==> src/design/loop_region_trigger_sequencer_unit_macros.svh <==
// Assertion macros for the loop region trigger sequencer.
// Included by every RTL file that carries concurrent assertions.
`ifndef LOOP_REGION_TRIGGER_SEQUENCER_UNIT_MACROS_SVH
`define LOOP_REGION_TRIGGER_SEQUENCER_UNIT_MACROS_SVH

// The consequent must hold in the same cycle as the antecedent.
`define LRTS_ASSERT_NOW(label, clk, rst, ante, cons, msg) \
   label: assert property (@(posedge clk) disable iff (rst) (ante) |-> (cons)) \
      else $error(msg);

// The consequent must hold in the cycle after the antecedent.
`define LRTS_ASSERT_NEXT(label, clk, rst, ante, cons, msg) \
   label: assert property (@(posedge clk) disable iff (rst) (ante) |=> (cons)) \
      else $error(msg);

`endif

==> src/design/lrts_pkg.sv <==
// Shared constants, codes and types of the loop region trigger sequencer.
// Used by the region memory, the sequencer core, the event output and the top level.
package lrts_pkg;

   localparam int REGION_SLOTS = 32;
   localparam int SLOT_W       = (REGION_SLOTS > 1) ? $clog2(REGION_SLOTS) : 1;
   localparam int CNT_W        = $clog2(REGION_SLOTS + 1);
   localparam int MAX_EVENTS   = 32;
   localparam int EVT_CNT_W    = $clog2(MAX_EVENTS + 1);

   localparam int POS_W      = 16;
   localparam int UT_W       = 28;
   localparam int ELAPSED_W  = 30;
   localparam int PH_W       = 48;
   localparam int PROD_W     = POS_W + 1 + UT_W;
   localparam int IN_SLOT_W  = 5;
   localparam int EVT_SLOT_W = 5;
   localparam int OP_W       = 2;
   localparam int KIND_W     = 2;
   localparam int CSR_IDX_W  = 2;
   localparam int CSR_DATA_W = UT_W;
   localparam int REQ_DATA_W = 72;
   localparam int RSP_DATA_W = 8;

   // Request operations.
   localparam logic [OP_W-1:0] OP_TICK   = 2'd0;
   localparam logic [OP_W-1:0] OP_WRITE  = 2'd1;
   localparam logic [OP_W-1:0] OP_TOGGLE = 2'd2;

   // Event kinds.
   localparam logic [KIND_W-1:0] EV_SAMPLE_ON = 2'd0;
   localparam logic [KIND_W-1:0] EV_MIDI_ON   = 2'd1;
   localparam logic [KIND_W-1:0] EV_MIDI_OFF  = 2'd2;

   // Configuration register indexes.
   localparam logic [CSR_IDX_W-1:0] CSR_LOOP_BEGIN  = 2'd0;
   localparam logic [CSR_IDX_W-1:0] CSR_LOOP_FINISH = 2'd1;
   localparam logic [CSR_IDX_W-1:0] CSR_UNIT_TIME   = 2'd2;

   localparam logic [POS_W-1:0] LOOP_BEGIN_RST  = 16'd0;
   localparam logic [POS_W-1:0] LOOP_FINISH_RST = 16'd1000;
   localparam logic [UT_W-1:0]  UNIT_TIME_RST   = 28'd2000000;

   typedef struct packed {
      logic [UT_W-1:0]  unit_time;
      logic [POS_W-1:0] loop_finish;
      logic [POS_W-1:0] loop_begin;
   } cfg_type;

   typedef struct packed {
      logic                 enable_slot;
      logic                 is_midi;
      logic [POS_W-1:0]     span;
      logic [POS_W-1:0]     start_pos;
      logic [IN_SLOT_W-1:0] slot;
      logic [ELAPSED_W-1:0] elapsed;
   } req_type;

   typedef struct packed {
      logic             is_midi;
      logic [POS_W-1:0] span;
      logic [POS_W-1:0] start_pos;
   } region_type;

   typedef struct packed {
      logic                  push_valid;
      logic [EVT_SLOT_W-1:0] slot;
      logic [KIND_W-1:0]     kind;
      logic                  flush;
   } evt_ctl_type;

endpackage

==> src/design/lrts_region_ram.sv <==
// Region table memory: start, span and kind of every slot.
// One write port, one read port with registered read data; uses lrts_pkg.
module lrts_region_ram (
   input  logic                       clock,
   input  logic                       wr_en,
   input  logic [lrts_pkg::SLOT_W-1:0] wr_addr,
   input  lrts_pkg::region_type       wr_data,
   input  logic                       rd_en,
   input  logic [lrts_pkg::SLOT_W-1:0] rd_addr,
   output lrts_pkg::region_type       rd_data
);
   import lrts_pkg::*;

   region_type mem_ff [REGION_SLOTS];
   region_type rd_data_ff;

   always_ff @(posedge clock) begin
      if (wr_en) begin
         mem_ff[wr_addr] <= wr_data;
      end
      if (rd_en) begin
         rd_data_ff <= mem_ff[rd_addr];
      end
   end

   assign rd_data = rd_data_ff;

endmodule

==> src/design/lrts_event_out.sv <==
// Event output stage: one pending event plus the response register.
// The pending event is held until the next one arrives or the walk ends, to mark last.
`include "loop_region_trigger_sequencer_unit_macros.svh"
module lrts_event_out (
   input  logic                             clock,
   input  logic                             reset,
   input  lrts_pkg::evt_ctl_type            ctl,
   output logic                             evt_room,
   output logic                             rsp_tvalid,
   input  logic                             rsp_tready,
   output logic [lrts_pkg::RSP_DATA_W-1:0]  rsp_tdata,
   output logic [lrts_pkg::KIND_W-1:0]      rsp_tuser,
   output logic                             rsp_tlast
);
   import lrts_pkg::*;

   logic                  pend_valid_ff, pend_valid_in;
   logic [EVT_SLOT_W-1:0] pend_slot_ff, pend_slot_in;
   logic [KIND_W-1:0]     pend_kind_ff, pend_kind_in;
   logic                  rsp_valid_ff, rsp_valid_in;
   logic [EVT_SLOT_W-1:0] rsp_slot_ff, rsp_slot_in;
   logic [KIND_W-1:0]     rsp_kind_ff, rsp_kind_in;
   logic                  rsp_last_ff, rsp_last_in;
   logic                  out_free;
   logic                  load;
   logic                  load_last;

   assign out_free = !rsp_valid_ff || rsp_tready;
   assign evt_room = !pend_valid_ff || out_free;

   always_comb begin
      pend_valid_in = pend_valid_ff;
      pend_slot_in  = pend_slot_ff;
      pend_kind_in  = pend_kind_ff;
      load          = 1'b0;
      load_last     = 1'b0;
      if (ctl.push_valid && evt_room) begin
         // A newer event shows the pending one was not the last of the tick.
         load          = pend_valid_ff;
         pend_valid_in = 1'b1;
         pend_slot_in  = ctl.slot;
         pend_kind_in  = ctl.kind;
      end else if (ctl.flush && pend_valid_ff && out_free) begin
         load          = 1'b1;
         load_last     = 1'b1;
         pend_valid_in = 1'b0;
      end
      rsp_valid_in = load ? 1'b1 : (rsp_tready ? 1'b0 : rsp_valid_ff);
      rsp_slot_in  = load ? pend_slot_ff : rsp_slot_ff;
      rsp_kind_in  = load ? pend_kind_ff : rsp_kind_ff;
      rsp_last_in  = load ? load_last : rsp_last_ff;
   end

   always_ff @(posedge clock) begin
      if (reset) begin
         pend_valid_ff <= 1'b0;
         rsp_valid_ff  <= 1'b0;
      end else begin
         pend_valid_ff <= pend_valid_in;
         rsp_valid_ff  <= rsp_valid_in;
      end
      pend_slot_ff <= pend_slot_in;
      pend_kind_ff <= pend_kind_in;
      rsp_slot_ff  <= rsp_slot_in;
      rsp_kind_ff  <= rsp_kind_in;
      rsp_last_ff  <= rsp_last_in;
   end

   assign rsp_tvalid = rsp_valid_ff;
   assign rsp_tdata  = RSP_DATA_W'(rsp_slot_ff);
   assign rsp_tuser  = rsp_kind_ff;
   assign rsp_tlast  = rsp_last_ff;

   `LRTS_ASSERT_NOW(a_push_flush_excl, clock, reset, ctl.flush, !ctl.push_valid, "push during flush")
   `LRTS_ASSERT_NEXT(a_flush_sets_last, clock, reset, ctl.flush && pend_valid_ff && out_free, rsp_tvalid && rsp_tlast, "final event not marked last")
   `LRTS_ASSERT_NEXT(a_push_keeps_pend, clock, reset, ctl.push_valid && evt_room && pend_valid_ff, pend_valid_ff && rsp_tvalid && !rsp_tlast, "displaced event lost or marked last")

endmodule

==> src/design/lrts_sequencer.sv <==
// Sequencer core: playhead, play flag, slot marks and the walk over the region memory.
// Uses lrts_pkg and lrts_region_ram; events leave through lrts_event_out.
`include "loop_region_trigger_sequencer_unit_macros.svh"
module lrts_sequencer (
   input  logic                        clock,
   input  logic                        reset,
   input  lrts_pkg::cfg_type           cfg,
   input  logic                        req_tvalid,
   output logic                        req_tready,
   input  logic [lrts_pkg::OP_W-1:0]   req_op,
   input  lrts_pkg::req_type           req,
   output lrts_pkg::evt_ctl_type       ctl,
   input  logic                        evt_room
);
   import lrts_pkg::*;

   typedef enum logic [3:0] {
      ST_IDLE  = 4'b0001,
      ST_WRAP  = 4'b0010,
      ST_WALK  = 4'b0100,
      ST_DRAIN = 4'b1000
   } seq_state_type;

   seq_state_type         state_ff, state_in;
   logic                  playing_ff, playing_in;
   logic [PH_W-1:0]       playhead_ff, playhead_in;
   logic [REGION_SLOTS-1:0] used_ff, used_in;
   logic [REGION_SLOTS-1:0] fired_ff, fired_in;
   logic [REGION_SLOTS-1:0] stopped_ff, stopped_in;
   logic [CNT_W-1:0]      rd_idx_ff, rd_idx_in;
   logic                  v1_ff, v1_in;
   logic [SLOT_W-1:0]     idx1_ff, idx1_in;
   logic                  v2_ff, v2_in;
   logic [SLOT_W-1:0]     idx2_ff, idx2_in;
   logic                  kind2_ff, kind2_in;
   logic [PROD_W-1:0]     prod_lo_ff, prod_lo_in;
   logic [PROD_W-1:0]     prod_hi_ff, prod_hi_in;
   logic [EVT_CNT_W-1:0]  evt_cnt_ff, evt_cnt_in;

   logic                  req_acc;
   logic                  slot_ok;
   logic [SLOT_W-1:0]     wr_idx;
   logic                  ram_we;
   logic                  ram_re;
   region_type            ram_wr;
   region_type            ram_rd;
   logic [POS_W-1:0]      mul_a;
   logic [POS_W:0]        mul_b;
   logic [PROD_W-1:0]     mul_lo;
   logic [PROD_W-1:0]     mul_hi;
   logic                  rd_more;
   logic                  walk_done;
   logic                  slot_used;
   logic                  start_hit;
   logic                  stop_hit;
   logic                  emit;
   logic                  advance;

   assign req_tready = (state_ff == ST_IDLE);
   assign req_acc    = req_tvalid && req_tready;
   assign slot_ok    = (7'(req.slot) < 7'(REGION_SLOTS));
   assign wr_idx     = SLOT_W'(req.slot);

   assign ram_wr.is_midi   = req.is_midi;
   assign ram_wr.span      = req.span;
   assign ram_wr.start_pos = req.start_pos;

   lrts_region_ram u_ram (
      .clock   (clock),
      .wr_en   (ram_we),
      .wr_addr (wr_idx),
      .wr_data (ram_wr),
      .rd_en   (ram_re),
      .rd_addr (rd_idx_ff[SLOT_W-1:0]),
      .rd_data (ram_rd)
   );

   // The two multipliers give the loop bounds when a tick is taken and the
   // region bounds during the walk.
   always_comb begin
      if (state_ff == ST_IDLE) begin
         mul_a = cfg.loop_begin;
         mul_b = {1'b0, cfg.loop_finish};
      end else begin
         mul_a = ram_rd.start_pos;
         mul_b = (POS_W + 1)'(ram_rd.start_pos) + (POS_W + 1)'(ram_rd.span);
      end
   end

   assign mul_lo = PROD_W'(mul_a) * PROD_W'(cfg.unit_time);
   assign mul_hi = PROD_W'(mul_b) * PROD_W'(cfg.unit_time);

   assign rd_more   = (rd_idx_ff < CNT_W'(REGION_SLOTS));
   assign walk_done = !rd_more && !v1_ff && !v2_ff;
   assign slot_used = used_ff[idx2_ff];
   assign start_hit = !fired_ff[idx2_ff] && (playhead_ff >= PH_W'(prod_lo_ff))
                      && (playhead_ff < PH_W'(prod_hi_ff));
   assign stop_hit  = fired_ff[idx2_ff] && !stopped_ff[idx2_ff]
                      && (playhead_ff > PH_W'(prod_hi_ff));
   assign emit      = (state_ff == ST_WALK) && v2_ff && slot_used
                      && (start_hit || (stop_hit && kind2_ff))
                      && (evt_cnt_ff < EVT_CNT_W'(MAX_EVENTS));
   assign advance   = !emit || evt_room;

   always_comb begin
      ctl.push_valid = emit;
      ctl.slot       = EVT_SLOT_W'(idx2_ff);
      ctl.kind       = start_hit ? (kind2_ff ? EV_MIDI_ON : EV_SAMPLE_ON) : EV_MIDI_OFF;
      ctl.flush      = (state_ff == ST_DRAIN);
   end

   always_comb begin
      state_in    = state_ff;
      playing_in  = playing_ff;
      playhead_in = playhead_ff;
      used_in     = used_ff;
      fired_in    = fired_ff;
      stopped_in  = stopped_ff;
      rd_idx_in   = rd_idx_ff;
      v1_in       = v1_ff;
      idx1_in     = idx1_ff;
      v2_in       = v2_ff;
      idx2_in     = idx2_ff;
      kind2_in    = kind2_ff;
      prod_lo_in  = prod_lo_ff;
      prod_hi_in  = prod_hi_ff;
      evt_cnt_in  = evt_cnt_ff;
      ram_we      = 1'b0;
      ram_re      = 1'b0;
      case (state_ff)
         ST_IDLE: begin
            if (req_acc) begin
               case (req_op)
                  OP_TICK: begin
                     if (playing_ff) begin
                        playhead_in = playhead_ff + PH_W'(req.elapsed);
                        prod_lo_in  = mul_lo;
                        prod_hi_in  = mul_hi;
                        rd_idx_in   = '0;
                        evt_cnt_in  = '0;
                        state_in    = ST_WRAP;
                     end
                  end
                  OP_WRITE: begin
                     if (slot_ok) begin
                        ram_we             = 1'b1;
                        used_in[wr_idx]    = req.enable_slot;
                        fired_in[wr_idx]   = 1'b0;
                        stopped_in[wr_idx] = 1'b0;
                     end
                  end
                  OP_TOGGLE: begin
                     fired_in   = '0;
                     stopped_in = '0;
                     playing_in = !playing_ff;
                  end
                  default: begin
                  end
               endcase
            end
         end
         ST_WRAP: begin
            if (playhead_ff > PH_W'(prod_hi_ff)) begin
               playhead_in = PH_W'(prod_lo_ff);
               fired_in    = '0;
               stopped_in  = '0;
            end
            state_in = ST_WALK;
         end
         ST_WALK: begin
            if (walk_done) begin
               state_in = ST_DRAIN;
            end else if (advance) begin
               // Three stages: memory read, bound products, mark test.
               ram_re   = rd_more;
               v1_in    = rd_more;
               idx1_in  = rd_idx_ff[SLOT_W-1:0];
               if (rd_more) begin
                  rd_idx_in = rd_idx_ff + CNT_W'(1);
               end
               v2_in    = v1_ff;
               idx2_in  = idx1_ff;
               kind2_in = ram_rd.is_midi;
               if (v1_ff) begin
                  prod_lo_in = mul_lo;
                  prod_hi_in = mul_hi;
               end
               if (v2_ff && slot_used) begin
                  if (start_hit) begin
                     fired_in[idx2_ff] = 1'b1;
                  end else if (stop_hit) begin
                     stopped_in[idx2_ff] = 1'b1;
                  end
               end
               if (emit) begin
                  evt_cnt_in = evt_cnt_ff + EVT_CNT_W'(1);
               end
            end
         end
         ST_DRAIN: begin
            if (evt_room) begin
               state_in = ST_IDLE;
            end
         end
         default: begin
            state_in = ST_IDLE;
         end
      endcase
   end

   always_ff @(posedge clock) begin
      if (reset) begin
         state_ff    <= ST_IDLE;
         playing_ff  <= 1'b0;
         playhead_ff <= '0;
         used_ff     <= '0;
         fired_ff    <= '0;
         stopped_ff  <= '0;
         rd_idx_ff   <= '0;
         v1_ff       <= 1'b0;
         v2_ff       <= 1'b0;
         evt_cnt_ff  <= '0;
      end else begin
         state_ff    <= state_in;
         playing_ff  <= playing_in;
         playhead_ff <= playhead_in;
         used_ff     <= used_in;
         fired_ff    <= fired_in;
         stopped_ff  <= stopped_in;
         rd_idx_ff   <= rd_idx_in;
         v1_ff       <= v1_in;
         v2_ff       <= v2_in;
         evt_cnt_ff  <= evt_cnt_in;
      end
      idx1_ff    <= idx1_in;
      idx2_ff    <= idx2_in;
      kind2_ff   <= kind2_in;
      prod_lo_ff <= prod_lo_in;
      prod_hi_ff <= prod_hi_in;
   end

   `LRTS_ASSERT_NEXT(a_tick_wraps, clock, reset, req_acc && (req_op == OP_TICK) && playing_ff, state_ff == ST_WRAP, "playing tick did not start the walk")
   `LRTS_ASSERT_NOW(a_stage_in_walk, clock, reset, v1_ff || v2_ff, state_ff == ST_WALK, "walk pipeline busy outside the walk")
   `LRTS_ASSERT_NOW(a_stop_needs_fire, clock, reset, 1'b1, (stopped_ff & ~fired_ff) == '0, "stopped mark without fired mark")
   `LRTS_ASSERT_NOW(a_evt_limit, clock, reset, 1'b1, evt_cnt_ff <= EVT_CNT_W'(MAX_EVENTS), "event count past limit")

endmodule

==> src/design/loop_region_trigger_sequencer_unit.sv <==
// Loop region trigger sequencer: write, toggle and stopped-tick requests are handled in
// the idle state as they are accepted. A tick request while playing is accepted, then
// passes the loop wrap check; the walk then reads one slot per cycle, when not stalled,
// from the single-read-port region memory until its two-stage pipeline is empty, and
// a drain state hands over the final event. The walk stalls while the response side
// holds back events. Every slot is read by the walk, but the used flags reset to zero,
// so the contents of never-written slots are ignored and no memory clearing follows reset.
//
// Top level: configuration registers and request unpacking; instantiates
// lrts_sequencer and lrts_event_out, uses lrts_pkg.
module loop_region_trigger_sequencer_unit (
   input  logic                              clock,
   input  logic                              reset,
   // tdata: elapsed[29:0], slot[34:30], start_pos[50:35], span[66:51],
   //        is_midi[67], enable_slot[68], zero pad[71:69]
   input  logic                              req_tvalid,
   output logic                              req_tready,
   input  logic [lrts_pkg::REQ_DATA_W-1:0]   req_tdata,
   // tuser: op[1:0]
   input  logic [lrts_pkg::OP_W-1:0]         req_tuser,
   output logic                              rsp_tvalid,
   input  logic                              rsp_tready,
   // tdata: event_slot[4:0], zero pad[7:5]
   output logic [lrts_pkg::RSP_DATA_W-1:0]   rsp_tdata,
   // tuser: event_kind[1:0]
   output logic [lrts_pkg::KIND_W-1:0]       rsp_tuser,
   output logic                              rsp_tlast,
   input  logic                              csr_we,
   input  logic [lrts_pkg::CSR_IDX_W-1:0]    csr_index,
   input  logic [lrts_pkg::CSR_DATA_W-1:0]   csr_wdata
);
   import lrts_pkg::*;

   cfg_type     cfg_ff, cfg_in;
   req_type     req;
   evt_ctl_type ctl;
   logic        evt_room;

   assign req = req_tdata[$bits(req_type)-1:0];

   always_comb begin
      cfg_in = cfg_ff;
      if (csr_we) begin
         case (csr_index)
            CSR_LOOP_BEGIN:  cfg_in.loop_begin  = csr_wdata[POS_W-1:0];
            CSR_LOOP_FINISH: cfg_in.loop_finish = csr_wdata[POS_W-1:0];
            CSR_UNIT_TIME:   cfg_in.unit_time   = csr_wdata[UT_W-1:0];
            default: begin
            end
         endcase
      end
   end

   always_ff @(posedge clock) begin
      if (reset) begin
         cfg_ff.loop_begin  <= LOOP_BEGIN_RST;
         cfg_ff.loop_finish <= LOOP_FINISH_RST;
         cfg_ff.unit_time   <= UNIT_TIME_RST;
      end else begin
         cfg_ff <= cfg_in;
      end
   end

   lrts_sequencer u_seq (
      .clock      (clock),
      .reset      (reset),
      .cfg        (cfg_ff),
      .req_tvalid (req_tvalid),
      .req_tready (req_tready),
      .req_op     (req_tuser),
      .req        (req),
      .ctl        (ctl),
      .evt_room   (evt_room)
   );

   lrts_event_out u_out (
      .clock      (clock),
      .reset      (reset),
      .ctl        (ctl),
      .evt_room   (evt_room),
      .rsp_tvalid (rsp_tvalid),
      .rsp_tready (rsp_tready),
      .rsp_tdata  (rsp_tdata),
      .rsp_tuser  (rsp_tuser),
      .rsp_tlast  (rsp_tlast)
   );

endmodule

==> config.mk <==
export PLATFORM = sky130hd
export DESIGN_NAME = loop_region_trigger_sequencer_unit
export DESIGN_NICKNAME = d
export VERILOG_FILES = /design/src/design/lrts_pkg.sv /design/src/design/lrts_region_ram.sv /design/src/design/lrts_event_out.sv /design/src/design/lrts_sequencer.sv /design/src/design/loop_region_trigger_sequencer_unit.sv
export VERILOG_INCLUDE_DIRS = /design/src /design/src/design
export SDC_FILE = /design/constraint.sdc
export NUM_CORES = 2
export LEC_CHECK = 0
export BUFFER_PORTS_ARGS = -buffer_cell sky130_fd_sc_hd__buf_4
export CORE_MARGIN = 5
export CORE_UTILIZATION = 30
export DETAILED_ROUTE_END_ITERATION = 6
export REMOVE_ABC_BUFFERS = 1
export SYNTH_ARGS = -nofsm -noshare
export SYNTH_HDL_FRONTEND = slang
export SYNTH_HIERARCHICAL = 1
export SYNTH_SLANG_ARGS = --single-unit
==> constraint.sdc <==
create_clock -name clock -period 11.3 [get_ports clock]
set_clock_uncertainty 0.15 [all_clocks]
set_input_delay 0 -clock clock [delete_from_list [all_inputs] [get_ports clock]]
set_output_delay 0 -clock clock [all_outputs]
set_load 0.03 [all_outputs]
* Yosys cells after proc, flatten, opt, wreduce, memory -nomap -nowiden
Memory sizes are Yosys's and may differ from the RTL's. A register that Yosys moved wholly into a read port is not among the register bits. Index checks and enable logic that the tools add are counted.
Storage, ports and cells: memories 1, input bits 109, output and inout port bits 13, logic and storage cells 202, register bits 341, bits in writable memories 1056
Operators by class: bitwise logic cells 6, reductions and logical operators 51, add/subtract/negate cells 4, $lt $le $gt $ge 9, multipliers 2, mux-type cells 80, eq/ne operators 24
Memories:
- u_seq.u_ram.mem_ff | words 32, width 33, rd ports 1, clocked after Yosys merged registers in 1, write ports 1, RTL line lrts_region_ram.sv:14 | region_type mem_ff [REGION_SLOTS];
Operator list (number):
- $mux W45 | 12
- $mux W32 | 12
- $mux W48 | 4
- $pmux W32 S3 | 2
- $pmux W45 S2 | 2
- $pmux W32 S2 | 2
- $pmux W48 S2 | 1
- $and A32 B32 Y32 | 2
- $or A32 B32 Y32 | 2
- $mux W6 | 9
- $add A48 B30 Y48 | 1
- $ge A48 B45 Y1 | 1
- $gt A48 B45 Y1 | 1
- $lt A48 B45 Y1 | 1
- $mul A17 B28 Y45 | 1
- $mul A16 B28 Y44 | 1
- $bwmux W32 | 1
- $not A32 Y32 | 1
- $pmux W6 S2 | 2
- $reduce_and A7 Y1 | 3
- $mux W1 | 20
- $mux W4 | 5
- $logic_and A1 B1 Y1 | 18
- $add A16 B16 Y17 | 1
- 29 further kinds | 71

* Depth between registers and ports, before layout
depth in word-level cells 14, mapped depth 37, mapped depth without buffers 35

* Modules after synthesis
Netlist, hierarchy kept.
Modules (own cells, without submodules):
- lrts_sequencer | cells an instance 5150, times used 1, seq. area each 6266.0 sq um, area each 45188.3 sq um
- lrts_region_ram | cells an instance 2332, times used 1, seq. area each 32701.4 sq um, area each 42144.2 sq um
- loop_region_trigger_sequencer_unit | cells an instance 237, times used 1, seq. area each 1201.2 sq um, area each 2482.4 sq um
- lrts_event_out | cells an instance 32, times used 1, seq. area each 490.5 sq um, area each 589.3 sq um

* Worst setup path before layout
OpenSTA, ideal clock, no wires.
path kind flip-flop to flip-flop, start register u_seq.playhead_ff[41], end register u_seq.prod_hi_ff[0] (enable), path slack 1.869 ns, arrival 8.635 ns, stages on the path, launching flop included 13, period minus slack after synthesis 9.431 ns, cells stage by stage dfxtp_1 ha_1 a21o_1 a21o_1 a21oi_1 o22ai_1 or4_1 or3_1 buf_2 nand4_1 a21oi_1 buf_2 nor3_1
Between the ends: longest elaborated chain between the ends 10
RTL lines:
- from (decl) | RTL line lrts_sequencer.sv:26 | logic [PH_W-1:0] playhead_ff, playhead_in;
- from (signal assigned) | RTL line lrts_sequencer.sv:226 | playhead_ff <= playhead_in;
- $ge A48 B45 Y1 / $gt A48 B45 Y1 (equally long branches) | RTL line lrts_sequencer.sv:96, lrts_sequencer.sv:99
- $logic_and A1 B1 Y1, on equally long branches | RTL line lrts_sequencer.sv:96, lrts_sequencer.sv:99
- $logic_and A1 B1 Y1, on equally long branches | RTL line lrts_sequencer.sv:97, lrts_sequencer.sv:101
- $logic_or A1 B1 Y1 * | RTL line lrts_sequencer.sv:101 | && (start_hit || (stop_hit && kind2_ff))
- $logic_and A1 B1 Y1 * | RTL line lrts_sequencer.sv:101
- $logic_and A1 B1 Y1 * | RTL line lrts_sequencer.sv:102 | && (evt_cnt_ff < EVT_CNT_W'(MAX_EVENTS));
- $logic_not A1 Y1 * | RTL line lrts_sequencer.sv:103 | assign advance = !emit || evt_room;
- $logic_or A1 B1 Y1 * | RTL line lrts_sequencer.sv:103
- $ne A2 B1 Y1 (no source line) *
- $reduce_and A7 Y1 (no source line) *
- to (signal assigned) | RTL line lrts_sequencer.sv:239 | prod_hi_ff <= prod_hi_in;
- to (decl) | RTL line lrts_sequencer.sv:37 | logic [PROD_W-1:0] prod_hi_ff, prod_hi_in;
Every way passes the cells marked *; elsewhere a longest branch is shown, timed or not. A chain may end at the register's enable or synchronous reset.

* Worst setup path after layout
start register u_seq/u_ram/rd_data[0] (netlist name), end register u_seq.prod_hi_ff[42] (data pin)
Between the ends: longest elaborated chain between the ends 7
RTL lines:
- $add A16 B16 Y17 * | RTL line lrts_sequencer.sv:86 | mul_b = (POS_W + 1)'(ram_rd.start_pos) + (POS_W + 1)'(ram_rd.span);
- $mux W17 * | RTL line lrts_sequencer.sv:81 | if (state_ff == ST_IDLE) begin
- $mul A17 B28 Y45 * | RTL line lrts_sequencer.sv:91 | assign mul_hi = PROD_W'(mul_b) * PROD_W'(cfg.unit_time);
- via u_seq.mul_hi[42] | RTL line lrts_sequencer.sv:50 | logic [PROD_W-1:0] mul_hi;
- $mux W45, on equally long branches | RTL line lrts_sequencer.sv:184, lrts_sequencer.sv:135
- $mux W45, on equally long branches | RTL line lrts_sequencer.sv:173, lrts_sequencer.sv:133
- $mux W45, on equally long branches | RTL line lrts_sequencer.sv:171, lrts_sequencer.sv:132
- $pmux W45 S2 * | RTL line lrts_sequencer.sv:130 | case (state_ff)
The timed path passes the listed nets; every way through them passes the cells marked *. The select of a mux whose other input is x is not followed.

==> reports/qor.txt <==
Status - complete, no violations
Footprint of the multi-input gates - 0.0445 mm^2
Clk_lat worst skew - 0.82 ns
Sequential area share after synthesis - 45.0%
Critical path fanouts, max - 18
HP Start - req_tdata[48]
Nets - 9189
Layout Cells excl Fill - 12000
RSZ-0062 raised after global routing - false
Antenna viol nets, final - 0
Via density - 5.00
F_max - 0.101 GHz
Die area - 0.312 mm^2
DRC - 0
Main flop type after synthesis - edfxtp_1
Min Tclk post-route - 9.88 ns
Ys async rst share - 0%
Worst-path clk slew - 0.06 ns
FF-to-FF End - u_seq/prod_hi_ff[42]
Least-Margin Pin Slew - 1.32 ns
Placed insts - 11500
DR iter-0 viols - 4512
#FFs+latches synth - 1429
Detailed Place HPWL - 154000 um
Die Width - 559 um
DR vias - 60200
Vias in the first global route - 61900
Clk sinks - 1429
CTS tree - yes
Setup Viol. Count Final - 0
Tot GR Track Use - 15.0%
Critical path class - flip-flop to flip-flop
Hold EP - u_seq/u_ram/mem_ff[27][13]
Routed WL - 241000 um
Site Rows - 201
Distinct cells, synth - 85
GRT overflow - 0
Slowest stage delay, CP - 0.71 ns
Die height - 559 um
Port Buf Inserts - 115
Layout cell share with drive strength beyond 1 - 7.79%
Ports - 122
CTS Buf Count - 159
Most frequent CP cell - fa_1
Synth warn - 6
Mapped cell area - 0.0904 mm^2
Pre-Repair DR Iteration Count - 6
# fillers - 29400
R2r startpoint - u_seq/u_ram/rd_data[0]
Area Overhead vs Synth - 13.8%
Rel. slew slack - 10.8%
Startpoint types - flip-flop
Slew Viols, Final - 0
Hold Crit Depth - 2
Global-route wire length before repair - 369000 um
CP Data Arrival Time - 10.28 ns
Core Area - 0.300 mm^2
Clock root buffer - clkbuf_16
Routability Congestion - 0.836
Storage cell area - 0.0407 mm^2
Longest Clk Path Bufs - 4
R2R depth - 32
Avg Cell Area, Syn - 11.7 um^2
Fin. Hold Viols - 0
# H-tree levels - 4
CP max-delay cell - xnor2_2
Syn Inst Count - 7751
DR WL/cell - 20.1 um
Final cycle utilization of the critical path - 87.4%
Reg-to-reg setup timing slack - 1.42 ns
Max-cap violations - 0
Worst Path Required - 11.70 ns
Initial antenna violation count - 22
Pin count of the biggest net entering global routing - 115
Endpoint class of the critical path - flip-flop
Post-synth EDFFs - 1204
Initial core utilization - 30.1%
HP Class - primary input to flip-flop
flip-flops by register name (all words and copies together) (netlist names), 2 cells and up:
name                 cells
u_seq/state_ff           4
u_seq/prod_lo_ff        44
u_seq/playhead_ff       48
u_seq/fired_ff          32
cfg_ff                  60
u_seq/used_ff           32
u_seq/idx2_ff            5
u_out/pend_slot_ff       5
u_seq/idx1_ff            5
u_seq/u_ram/rd_data     33
u_seq/rd_idx_ff          6
u_out/rsp_tuser          2
u_seq/u_ram/mem_ff    1056
u_out/rsp_slot_ff        5
u_out/pend_kind_ff       2
u_seq/prod_hi_ff        45
u_seq/evt_cnt_ff         6
u_seq/stopped_ff        32
timing repair:
| item | in CTS | in global routing |
|---|---|---|
| hold endpoints to repair | 1286 | 0 |
| buffers inserted | 0 | 0 |
| resized for setup | 0 | 0 |
| hold buffers | 203 | 0 |
layout by cell type (no fill, tap or decap), types with 92 or more instances in the layout:
master and n:
a211oi_1 104, a21oi_1 316, a22oi_1 102, and2_1 151, buf_4 238, clkbuf_16 161
dfxtp_1 222, dlygate4sd3_1 201, edfxtp_1 1204, fa_1 753, ha_1 372, inv_1 977
mux2i_1 621, nand2_1 907, nand2b_1 108, nand3_1 150, nor2_1 207, nor2b_1 92
nor3_1 92, o21ai_0 141
how the worst max path moves through the flow:
stage                                 startpoint              endpoint  slack (ns)  cells after the start
final                     u_seq/u_ram/rd_data[0]  u_seq/prod_hi_ff[42]        1.42                     32
after detailed placement  u_seq/u_ram/rd_data[0]  u_seq/prod_hi_ff[42]        1.43                     32
after global placement    u_seq/u_ram/rd_data[0]  u_seq/prod_hi_ff[40]        1.58                     32
after CTS                 u_seq/u_ram/rd_data[0]  u_seq/prod_hi_ff[42]        1.45                     32
after global routing      u_seq/u_ram/rd_data[0]  u_seq/prod_hi_ff[42]        0.79                     34
after floorplan               u_seq/rd_idx_ff[0]      u_seq/idx1_ff[0]       -9.28                      0
cell type report:
| class | count | share of cell area (%) |
|---|---|---|
| multi-input combinational | 4939 | 43.3 |
| sequential | 1429 | 39.5 |
| tap | 3958 | 4.81 |
| clock buffer | 191 | 4.05 |
| timing repair buffer | 448 | 3.86 |
| inverter | 978 | 3.57 |
| clock inverter | 90 | 0.873 |
| antenna | 9 | 0.0219 |
synth_stat cells (150+ instances only):
cell         n  area (um^2)
ha_1       372         4650
inv_1      977         3670
dfxtp_1    225         4500
fa_1       753        15100
and2_1     152          951
a21oi_1    322         1610
edfxtp_1  1204        36200
nand3_1    150          751
nor2_1     242          908
nand2_1    909         3410
mux2i_1    624         6250
clkbuf_1   272         1020
per-stage QoR:
step	cell area [um^2]	utilization, %	TNS (ns)	hold slack [ns]	setup WS [ns]
after floorplan	88400	-	-309.04	-0.0854	-9.28
final	103000	34.3	0	0.0306	1.42
after detailed placement	95700	31.9	0	0.140	1.43
after CTS	103000	34.3	0	0.00256	1.45
after global routing	103000	34.3	0	0.0176	0.787
after global placement	95700	31.9	0	0.123	1.58
cells by family after synthesis:
| group | Yosys count | share of synthesized area (%) |
|---|---|---|
| adder cells (fa/ha/maj) | 1125 | 21.8 |
| XOR/XNOR | 104 | 1.01 |
| AO/OA/AOI/OAI | 1151 | 8.59 |
| flip-flops | 1429 | 45.0 |
| multiplexers | 646 | 7.41 |
| other | 1 | 0.00415 |
| AND/OR/NAND/NOR | 1910 | 9.95 |
| buffers and inverters | 1385 | 6.24 |
worst max-delay path, delay by kind of cell (launching register included):
kind                     cells  cell delay, ns
AND/OR/NAND/NOR              4            0.78
buffers and inverters        5            0.61
adder cells (fa/ha/maj)      9            3.92
AO/OA/AOI/OAI               12            2.95
XOR/XNOR                     2            0.87
flip-flops                   1            0.37
layer usage:
layer | share of wire, % | up-vias | GRT usage, %
met5 | 0.023 | - | 0
met3 | 6.4 | 378 | 2.58
met4 | 2.9 | 8 | 4.31
met2 | 49 | 1852 | 25.7
li1 | - | 27100 | -
met1 | 42 | 30900 | 19.5
Power is not shown: default switching activity piles up to over one toggle a cycle in this logic, so the estimate is an artifact.
